[src/hdl/assert_macros.svh]
// Assertion macros shared by the port register bank RTL.
// Needs a clock named clock and a reset named reset in the using module.
`ifndef ASSERT_MACROS_SVH
`define ASSERT_MACROS_SVH
`ifndef NO_ASSERTIONS
// same-cycle implication
`define GPB_ASSERT_IMPL(label, ante, cons) \
   label: assert property (@(posedge clock) disable iff (reset) (ante) |-> (cons)) \
      else $error("gpb assertion failed");
// next-cycle implication
`define GPB_ASSERT_NEXT(label, ante, cons) \
   label: assert property (@(posedge clock) disable iff (reset) (ante) |=> (cons)) \
      else $error("gpb assertion failed");
`else
`define GPB_ASSERT_IMPL(label, ante, cons)
`define GPB_ASSERT_NEXT(label, ante, cons)
`endif
`endif

[src/hdl/gpb_pkg.sv]
// Shared types, register codes and pin helpers for the GPIO port register bank.
// No dependencies.
package gpb_pkg;

   localparam int PIN_COUNT = 16;
   localparam logic [15:0] PIN_MASK = 16'((32'd1 << PIN_COUNT) - 32'd1);

   localparam logic ACC_READ  = 1'b0;
   localparam logic ACC_WRITE = 1'b1;

   localparam logic [2:0] REG_MODE   = 3'd0;
   localparam logic [2:0] REG_TYPE   = 3'd1;
   localparam logic [2:0] REG_SPEED  = 3'd2;
   localparam logic [2:0] REG_PULL   = 3'd3;
   localparam logic [2:0] REG_INPUT  = 3'd4;
   localparam logic [2:0] REG_OUTPUT = 3'd5;
   localparam logic [2:0] REG_BSR    = 3'd6;
   localparam logic [2:0] REG_LOCK   = 3'd7;

   localparam logic [1:0] PIN_MODE_OUT = 2'd1;
   localparam logic [1:0] PIN_MODE_ALT = 2'd2;

   localparam logic [1:0] LOCK_IDLE  = 2'd0;
   localparam logic [1:0] LOCK_KEY1  = 2'd1;
   localparam logic [1:0] LOCK_KEY2  = 2'd2;
   localparam logic [1:0] LOCK_ARMED = 2'd3;

   localparam int LOCK_KEY_BIT = 16;

   typedef struct packed {
      logic        mode;
      logic [2:0]  reg_index;
      logic [31:0] write_data;
      logic [15:0] pin_levels;
   } req_type;

   typedef struct packed {
      logic [31:0] read_data;
      logic [15:0] pin_drive;
      logic [15:0] pin_output_enable;
   } rsp_type;

   // spread each pin bit over its 2-bit field
   function automatic logic [31:0] field_mask(input logic [15:0] pins);
      logic [31:0] r;
      r = '0;
      for (int i = 0; i < 16; i++) begin
         r[2*i +: 2] = {2{pins[i]}};
      end
      return r;
   endfunction

   function automatic logic [15:0] output_enable(input logic [31:0] modes);
      logic [15:0] oe;
      oe = '0;
      for (int i = 0; i < 16; i++) begin
         oe[i] = (modes[2*i +: 2] == PIN_MODE_OUT) || (modes[2*i +: 2] == PIN_MODE_ALT);
      end
      return oe & PIN_MASK;
   endfunction

endpackage

[src/hdl/gpb_req_reg.sv]
// Request input register for the GPIO port register bank.
// Depends on gpb_pkg.
module gpb_req_reg (
   input  logic             clock,
   input  logic             reset,
   input  logic             req_valid,
   output logic             req_stall,
   input  gpb_pkg::req_type req_in,
   input  logic             take,
   output logic             held_valid,
   output gpb_pkg::req_type held_req
);
   import gpb_pkg::*;

   logic    valid_ff, valid_in;
   req_type req_ff;
   logic    accept;

   assign req_stall = valid_ff && !take;
   assign accept    = req_valid && !req_stall;
   assign valid_in  = accept || (valid_ff && !take);

   always_ff @(posedge clock) begin
      if (reset) begin
         valid_ff <= 1'b0;
      end else begin
         valid_ff <= valid_in;
      end
   end

   always_ff @(posedge clock) begin
      if (accept) begin
         req_ff <= req_in;
      end
   end

   assign held_valid = valid_ff;
   assign held_req   = req_ff;

endmodule

[src/hdl/gpb_reg_bank.sv]
// Port state registers, lock sequencer and access decode.
// Depends on gpb_pkg and assert_macros.svh.
`include "assert_macros.svh"
module gpb_reg_bank (
   input  logic             clock,
   input  logic             reset,
   input  logic             step,
   input  gpb_pkg::req_type req,
   output gpb_pkg::rsp_type rsp
);
   import gpb_pkg::*;

   logic [31:0] mode_fields_ff,  mode_fields_in;
   logic [15:0] type_fields_ff,  type_fields_in;
   logic [31:0] speed_fields_ff, speed_fields_in;
   logic [31:0] pull_fields_ff,  pull_fields_in;
   logic [15:0] output_latch_ff, output_latch_in;
   logic [15:0] input_sample_ff, input_sample_in;
   logic [15:0] lock_mask_ff,    lock_mask_in;
   logic        lock_active_ff,  lock_active_in;
   logic [1:0]  lock_phase_ff,   lock_phase_in;

   logic [15:0] free_pins;
   logic [31:0] free_fields;
   logic [31:0] rd;
   logic [15:0] lock_wmask;
   logic        lock_key;
   logic        lock_same;

   assign free_pins   = lock_active_ff ? (PIN_MASK & ~lock_mask_ff) : PIN_MASK;
   assign free_fields = field_mask(free_pins);
   assign lock_wmask  = req.write_data[15:0] & PIN_MASK;
   assign lock_key    = req.write_data[LOCK_KEY_BIT];
   assign lock_same   = (lock_wmask == lock_mask_ff);

   always_comb begin
      mode_fields_in  = mode_fields_ff;
      type_fields_in  = type_fields_ff;
      speed_fields_in = speed_fields_ff;
      pull_fields_in  = pull_fields_ff;
      output_latch_in = output_latch_ff;
      input_sample_in = req.pin_levels & PIN_MASK;
      lock_mask_in    = lock_mask_ff;
      lock_active_in  = lock_active_ff;
      lock_phase_in   = lock_phase_ff;
      rd              = '0;
      if (req.mode == ACC_WRITE) begin
         case (req.reg_index)
            REG_MODE: begin
               mode_fields_in = (mode_fields_ff & ~free_fields) | (req.write_data & free_fields);
            end
            REG_TYPE: begin
               type_fields_in = (type_fields_ff & ~free_pins)
                              | (req.write_data[15:0] & free_pins);
            end
            REG_SPEED: begin
               speed_fields_in = (speed_fields_ff & ~free_fields)
                               | (req.write_data & free_fields);
            end
            REG_PULL: begin
               pull_fields_in = (pull_fields_ff & ~free_fields) | (req.write_data & free_fields);
            end
            REG_OUTPUT: begin
               output_latch_in = req.write_data[15:0] & PIN_MASK;
            end
            REG_BSR: begin
               // set half wins over reset half
               output_latch_in = ((output_latch_ff & ~(req.write_data[31:16] & PIN_MASK))
                                 | (req.write_data[15:0] & PIN_MASK)) & PIN_MASK;
            end
            REG_LOCK: begin
               if (!lock_active_ff) begin
                  lock_mask_in = lock_wmask;
                  if (lock_phase_ff == LOCK_IDLE && lock_key) begin
                     lock_phase_in = LOCK_KEY1;
                  end else if (lock_phase_ff == LOCK_KEY1 && !lock_key && lock_same) begin
                     lock_phase_in = LOCK_KEY2;
                  end else if (lock_phase_ff == LOCK_KEY2 && lock_key && lock_same) begin
                     lock_phase_in = LOCK_ARMED;
                  end else begin
                     lock_phase_in = lock_key ? LOCK_KEY1 : LOCK_IDLE;
                  end
               end
            end
            default: begin
               // input register write changes nothing
            end
         endcase
      end else begin
         case (req.reg_index)
            REG_MODE:   rd = mode_fields_ff;
            REG_TYPE:   rd = {16'd0, type_fields_ff};
            REG_SPEED:  rd = speed_fields_ff;
            REG_PULL:   rd = pull_fields_ff;
            REG_INPUT:  rd = {16'd0, input_sample_in};
            REG_OUTPUT: rd = {16'd0, output_latch_ff};
            REG_LOCK: begin
               if (lock_phase_ff == LOCK_ARMED) begin
                  lock_active_in = 1'b1;
               end
               lock_phase_in = LOCK_IDLE;
               rd = {15'd0, lock_active_in, lock_mask_ff};
            end
            default: rd = '0;
         endcase
      end
   end

   always_ff @(posedge clock) begin
      if (reset) begin
         mode_fields_ff  <= '0;
         type_fields_ff  <= '0;
         speed_fields_ff <= '0;
         pull_fields_ff  <= '0;
         output_latch_ff <= '0;
         input_sample_ff <= '0;
         lock_mask_ff    <= '0;
         lock_active_ff  <= 1'b0;
         lock_phase_ff   <= LOCK_IDLE;
      end else if (step) begin
         mode_fields_ff  <= mode_fields_in;
         type_fields_ff  <= type_fields_in;
         speed_fields_ff <= speed_fields_in;
         pull_fields_ff  <= pull_fields_in;
         output_latch_ff <= output_latch_in;
         input_sample_ff <= input_sample_in;
         lock_mask_ff    <= lock_mask_in;
         lock_active_ff  <= lock_active_in;
         lock_phase_ff   <= lock_phase_in;
      end
   end

   assign rsp.read_data         = rd;
   assign rsp.pin_drive         = output_latch_in;
   assign rsp.pin_output_enable = output_enable(mode_fields_in);

   `GPB_ASSERT_NEXT(lock_sticky, lock_active_ff, lock_active_ff)
   `GPB_ASSERT_NEXT(locked_mode_hold, lock_active_ff,
      (mode_fields_ff & field_mask(lock_mask_ff)) == $past(mode_fields_ff & field_mask(lock_mask_ff)))
   `GPB_ASSERT_IMPL(lock_rise_on_key, $rose(lock_active_ff),
      $past(step && req.mode == ACC_READ && req.reg_index == REG_LOCK && lock_phase_ff == LOCK_ARMED))
   `GPB_ASSERT_NEXT(sample_idle_hold, !step, $stable(input_sample_ff))

endmodule

[src/hdl/gpb_rsp_reg.sv]
// Result output register for the GPIO port register bank.
// Depends on gpb_pkg.
module gpb_rsp_reg (
   input  logic             clock,
   input  logic             reset,
   input  logic             load,
   input  gpb_pkg::rsp_type rsp_in,
   output logic             rsp_valid,
   input  logic             rsp_stall,
   output logic             free,
   output gpb_pkg::rsp_type rsp_out
);
   import gpb_pkg::*;

   logic    valid_ff, valid_in;
   rsp_type rsp_ff;

   // slot frees up when empty or its transfer completes this cycle
   assign free     = !valid_ff || !rsp_stall;
   assign valid_in = load || (valid_ff && rsp_stall);

   always_ff @(posedge clock) begin
      if (reset) begin
         valid_ff <= 1'b0;
      end else begin
         valid_ff <= valid_in;
      end
   end

   always_ff @(posedge clock) begin
      if (load) begin
         rsp_ff <= rsp_in;
      end
   end

   assign rsp_valid = valid_ff;
   assign rsp_out   = rsp_ff;

endmodule

[src/hdl/gpio_port_register_bank_core.sv]
// 16-pin GPIO port register bank: one register access per request, one result each.
// Result path: the request passes the input register, then the result register.
// Throughput: one access per cycle unless rsp_stall; state update and decode sit between them.
// A stalled result holds the input register; both keep one item each.
// Reset is synchronous, active high; clears all port fields, the lock and both valid flags.
// Depends on gpb_pkg, gpb_req_reg, gpb_reg_bank, gpb_rsp_reg and assert_macros.svh.
`include "assert_macros.svh"
module gpio_port_register_bank_core (
   input  logic        clock,
   input  logic        reset,
   input  logic        req_valid,
   output logic        req_stall,
   input  logic        req_mode,
   input  logic [2:0]  req_reg_index,
   input  logic [31:0] req_write_data,
   input  logic [15:0] req_pin_levels,
   output logic        rsp_valid,
   input  logic        rsp_stall,
   output logic [31:0] rsp_read_data,
   output logic [15:0] rsp_pin_drive,
   output logic [15:0] rsp_pin_output_enable
);
   import gpb_pkg::*;

   req_type req_in;
   req_type held_req;
   rsp_type bank_rsp;
   rsp_type rsp_out;
   logic    held_valid;
   logic    slot_free;
   logic    step;

   assign req_in.mode       = req_mode;
   assign req_in.reg_index  = req_reg_index;
   assign req_in.write_data = req_write_data;
   assign req_in.pin_levels = req_pin_levels;

   assign step = held_valid && slot_free;

   gpb_req_reg u_req (
      .clock      (clock),
      .reset      (reset),
      .req_valid  (req_valid),
      .req_stall  (req_stall),
      .req_in     (req_in),
      .take       (step),
      .held_valid (held_valid),
      .held_req   (held_req)
   );

   gpb_reg_bank u_bank (
      .clock (clock),
      .reset (reset),
      .step  (step),
      .req   (held_req),
      .rsp   (bank_rsp)
   );

   gpb_rsp_reg u_rsp (
      .clock     (clock),
      .reset     (reset),
      .load      (step),
      .rsp_in    (bank_rsp),
      .rsp_valid (rsp_valid),
      .rsp_stall (rsp_stall),
      .free      (slot_free),
      .rsp_out   (rsp_out)
   );

   assign rsp_read_data         = rsp_out.read_data;
   assign rsp_pin_drive         = rsp_out.pin_drive;
   assign rsp_pin_output_enable = rsp_out.pin_output_enable;

   `GPB_ASSERT_IMPL(stall_only_when_full, req_stall, held_valid && rsp_valid && rsp_stall)
   `GPB_ASSERT_NEXT(step_gives_result, step, rsp_valid)

endmodule
[config.mk]
export PLATFORM = sky130hd
export DESIGN_NAME = gpio_port_register_bank_core
export DESIGN_NICKNAME = d
export VERILOG_FILES = /design/src/hdl/gpb_pkg.sv /design/src/hdl/gpb_req_reg.sv /design/src/hdl/gpb_reg_bank.sv /design/src/hdl/gpb_rsp_reg.sv /design/src/hdl/gpio_port_register_bank_core.sv
export VERILOG_INCLUDE_DIRS = /design/src /design/src/hdl
export SDC_FILE = /design/constraint.sdc
export NUM_CORES = 1
export LEC_CHECK = 0
export BUFFER_PORTS_ARGS = -buffer_cell sky130_fd_sc_hd__buf_2
export CAP_MARGIN = 20
export CORE_MARGIN = 3
export CORE_UTILIZATION = 59
export DETAILED_ROUTE_END_ITERATION = 8
export GPL_TIMING_DRIVEN = 1
export PLACE_DENSITY = 0.77
export REMOVE_ABC_BUFFERS = 1
export SYNTH_ARGS = -nofsm -noshare
export SYNTH_HDL_FRONTEND = slang
export SYNTH_SLANG_ARGS = --single-unit
export TNS_END_PERCENT = 30
[constraint.sdc]
create_clock -name clock -period 3.9 [get_ports clock]
set_input_delay 0 -clock clock [delete_from_list [all_inputs] [get_ports clock]]
set_output_delay 0 -clock clock [all_outputs]
set_load 0.1 [all_outputs]
==> impl_metrics.yaml <==
clock_network:
  cts_setup_buffers: 0
  cts_resized: 0
  cts_tree: "yes"
  clk_latency_ns: 0.54
  cts_buffers: 28
  max-clock-path-buffers: 3
  clkTransAtPathRegs_ns: 0.07
  clock_sinks: 265
  cts_hold_buf: 55
  cts.htree.levels: 1
  cts-root-buf: "clkbuf_16"
placed_design:
  routabilityCongestion: 0.859
  dp_hpwl_um: 18400
  portBuffers: 121
  placed_cell_area_um2: 12500
  dp.cells: 1398
global_routing:
  grt_use_total_pct: 27.7
  grt_pass1_wl_um: 48500
  met2_usage_pct: 45.8
  antenna_found_initial: 0
  top_usage_layer: "met2"
  grt_pass1_vias: 8898
  use_met3_pct: 5.06
  met1_usage_pct: 37.8
  grt_start_max_net_pins: 89
  grt_overflow: 0
pwr:
  p_sw_mw: 1.65
  netSwitchingFraction_pct: 25.9
  vdd_drop_max_uv: 393
  power_density_nw_per_um2: 457
  p_comb_share_pct: 10.7
  p_int_mw: 4.73
  seq_power_share_pct: 48.3
  leakage_nw: 6.19
  clkPwrFrac_pct: 41.0
sta:
  slew_headroom_pct: 32.1
  fmax_mhz: 352
  rsz0062_at_grt: "false"
  tightest_slew_ns: 1.02
  fin_crit_ns: 2.84
  skew_ns: 0.00943
  final-hold-violation-count: 0
  finalSetupViolations: 0
  final_max_slew_viol_count: 0
  fin_crit_sh_pct: 72.9
  setup_tns_ns: 0
final_layout:
  fin_cells: 1504
  num-fill-cells: 1361
  design_area_um2: 14000
  diodes: 0
  final_nets: 1279
  seq_area_um2: 6470
  multiInputGateArea_um2: 4900
  final_cell_mix: "nor2_1 (214), mux2i_1 (167), dfxtp_1 (149), buf_2 (120), edfxtp_1 (116)"
  layout_commonest_cell: "nor2_1"
  area_delta_synth_final_pct: 18.9
  drive_gt1_share_pct: 16.9
critical_path:
  crit_chain: "nand2_1, nor2_4, nand2_1, a311oi_1"
  crit_family: "simple AND/OR/NAND/NOR gates"
  crit_slowest_cell: "edfxtp_1"
  worstPathRequired_ns: 4.33
  critPathMostFrequentCell: "nand2_1"
  startpoint_type: "flip-flop"
  cp_max_fo: 22
  crit_type: "flip-flop to flip-flop"
  cp-end-kind: "flip-flop"
  cpPeakStageDelay_ns: 0.89
  critPathArrivalTime_ns: 3.27
  path_buf_inv: 0
run:
  cap_violations: 0
synthesis:
  yosysSeqAreaShare_pct: 55.0
  synthesis.instances: 1088
  async_reset_ff_share_pct: 0
  synth.distinct_cells: 48
  synthFlopType: "dfxtp_1"
  synth_edf_count: 116
  synth_seq_cells: 265
  yosys_warnings: 0
  avgSynthCellArea_um2: 10.8
  syn-cell-area_um2: 11800
floorplan:
  die_y_um: 147
  core_area_um2: 19100
  dieArea_um2: 21600
  rows: 50
  start_util_pct: 61.4
  pin_count: 122
  die_w_um: 147
routing:
  drtIter0Drc: 1008
  vias: 9036
  drt_pass1_iterations: 6
  wirelength_um: 30600
  viasPerCell: 6.01
  ant_nets: 0
  avgRoutedWirePerCell_um: 20.3
  drc_errors: 0
status:
  status: "finished clean"
min_path:
  hp-class: "input port to flip-flop"
-- metal layers --
metal  wire length (um)  part of all wire (%)
met5                  0                     0
met4                801                   2.6
met3               2300                   7.5
met2              14500                    48
met1              12900                    42
-- Yosys cell counts (all sizes together) (4+ instances only) --
library cell / count / area share [%]
xor2: 21 / 1.6
o2bb2ai: 6 / 0.45
edfxtp: 116 / 30
xnor2: 28 / 2.2
o22ai: 5 / 0.27
a31oi: 18 / 0.96
nor2b: 4 / 0.21
nand3: 21 / 0.89
nand2: 61 / 1.9
mux4: 7 / 1.3
buf: 40 / 1.8
a22o: 11 / 0.82
nor3: 4 / 0.17
mux2: 8 / 0.77
nand2b: 4 / 0.21
o31ai: 16 / 1.0
a221oi: 7 / 0.52
a311oi: 16 / 1.2
nor2: 215 / 6.9
clkbuf: 52 / 1.7
nand4: 50 / 2.7
mux2i: 167 / 14
a21oi: 35 / 1.5
dfxtp: 149 / 25
-- power by group through the flow --
stage	clock network (mW)	logic [mW]	registers (mW)
floorplan	0	0.207	3.38
global placement	0	0.622	3.14
detailed placement	0	0.630	3.14
CTS	2.64	0.674	3.08
global route	2.75	0.715	3.09
finish	2.62	0.680	3.08
-- cell families (layout without fill, tap and decap cells) --
group / count (synthesis) / in the layout / synth area share, %
AND/OR/NAND/NOR: 374 / 374 / 14.1
multiplexers: 182 / 182 / 16.3
AO/OA/AOI/OAI: 123 / 123 / 7.27
XOR/XNOR: 49 / 49 / 3.72
flip-flops: 265 / 265 / 55.0
buffers and inverters: 95 / 251 / 3.51
-- final cells by class --
cell class                      instances  share of cell area (%)
Clock buffer                           41                    6.02
Clock inverter                         10                   0.519
Inverter                                3                  0.0806
Multi-Input combinational cell        728                    35.1
Sequential cell                       265                    46.3
Tap cell                              260                    2.33
Timing Repair Buffer                  197                    9.69
-- metrics by stage --
stage,hold slack (ns),total power [mW],utilization (%),setup slack [ns]
after floorplan,0.0721,3.59,-,-11.07
after global placement,0.176,3.76,65.3,1.24
after detailed placement,0.178,3.77,65.3,1.15
after CTS,0.0663,6.39,73.0,1.11
after global routing,0.106,6.55,73.0,0.886
final,0.0599,6.39,73.0,1.06
-- worst paths after layout --
path,start,endpoint,slack [ns],cells past startpoint
worst max-delay path,u_req.held_req[50],u_bank.output_latch_ff[13],1.06,4
worst min-delay path,reset,flip-flop,0.06,2
worst min register to register,u_req.held_valid,u_rsp.rsp_valid,0.49,2
worst max register to register,u_req.held_req[50],u_bank.output_latch_ff[13],1.06,4
Power figures use the tool's default switching activity.
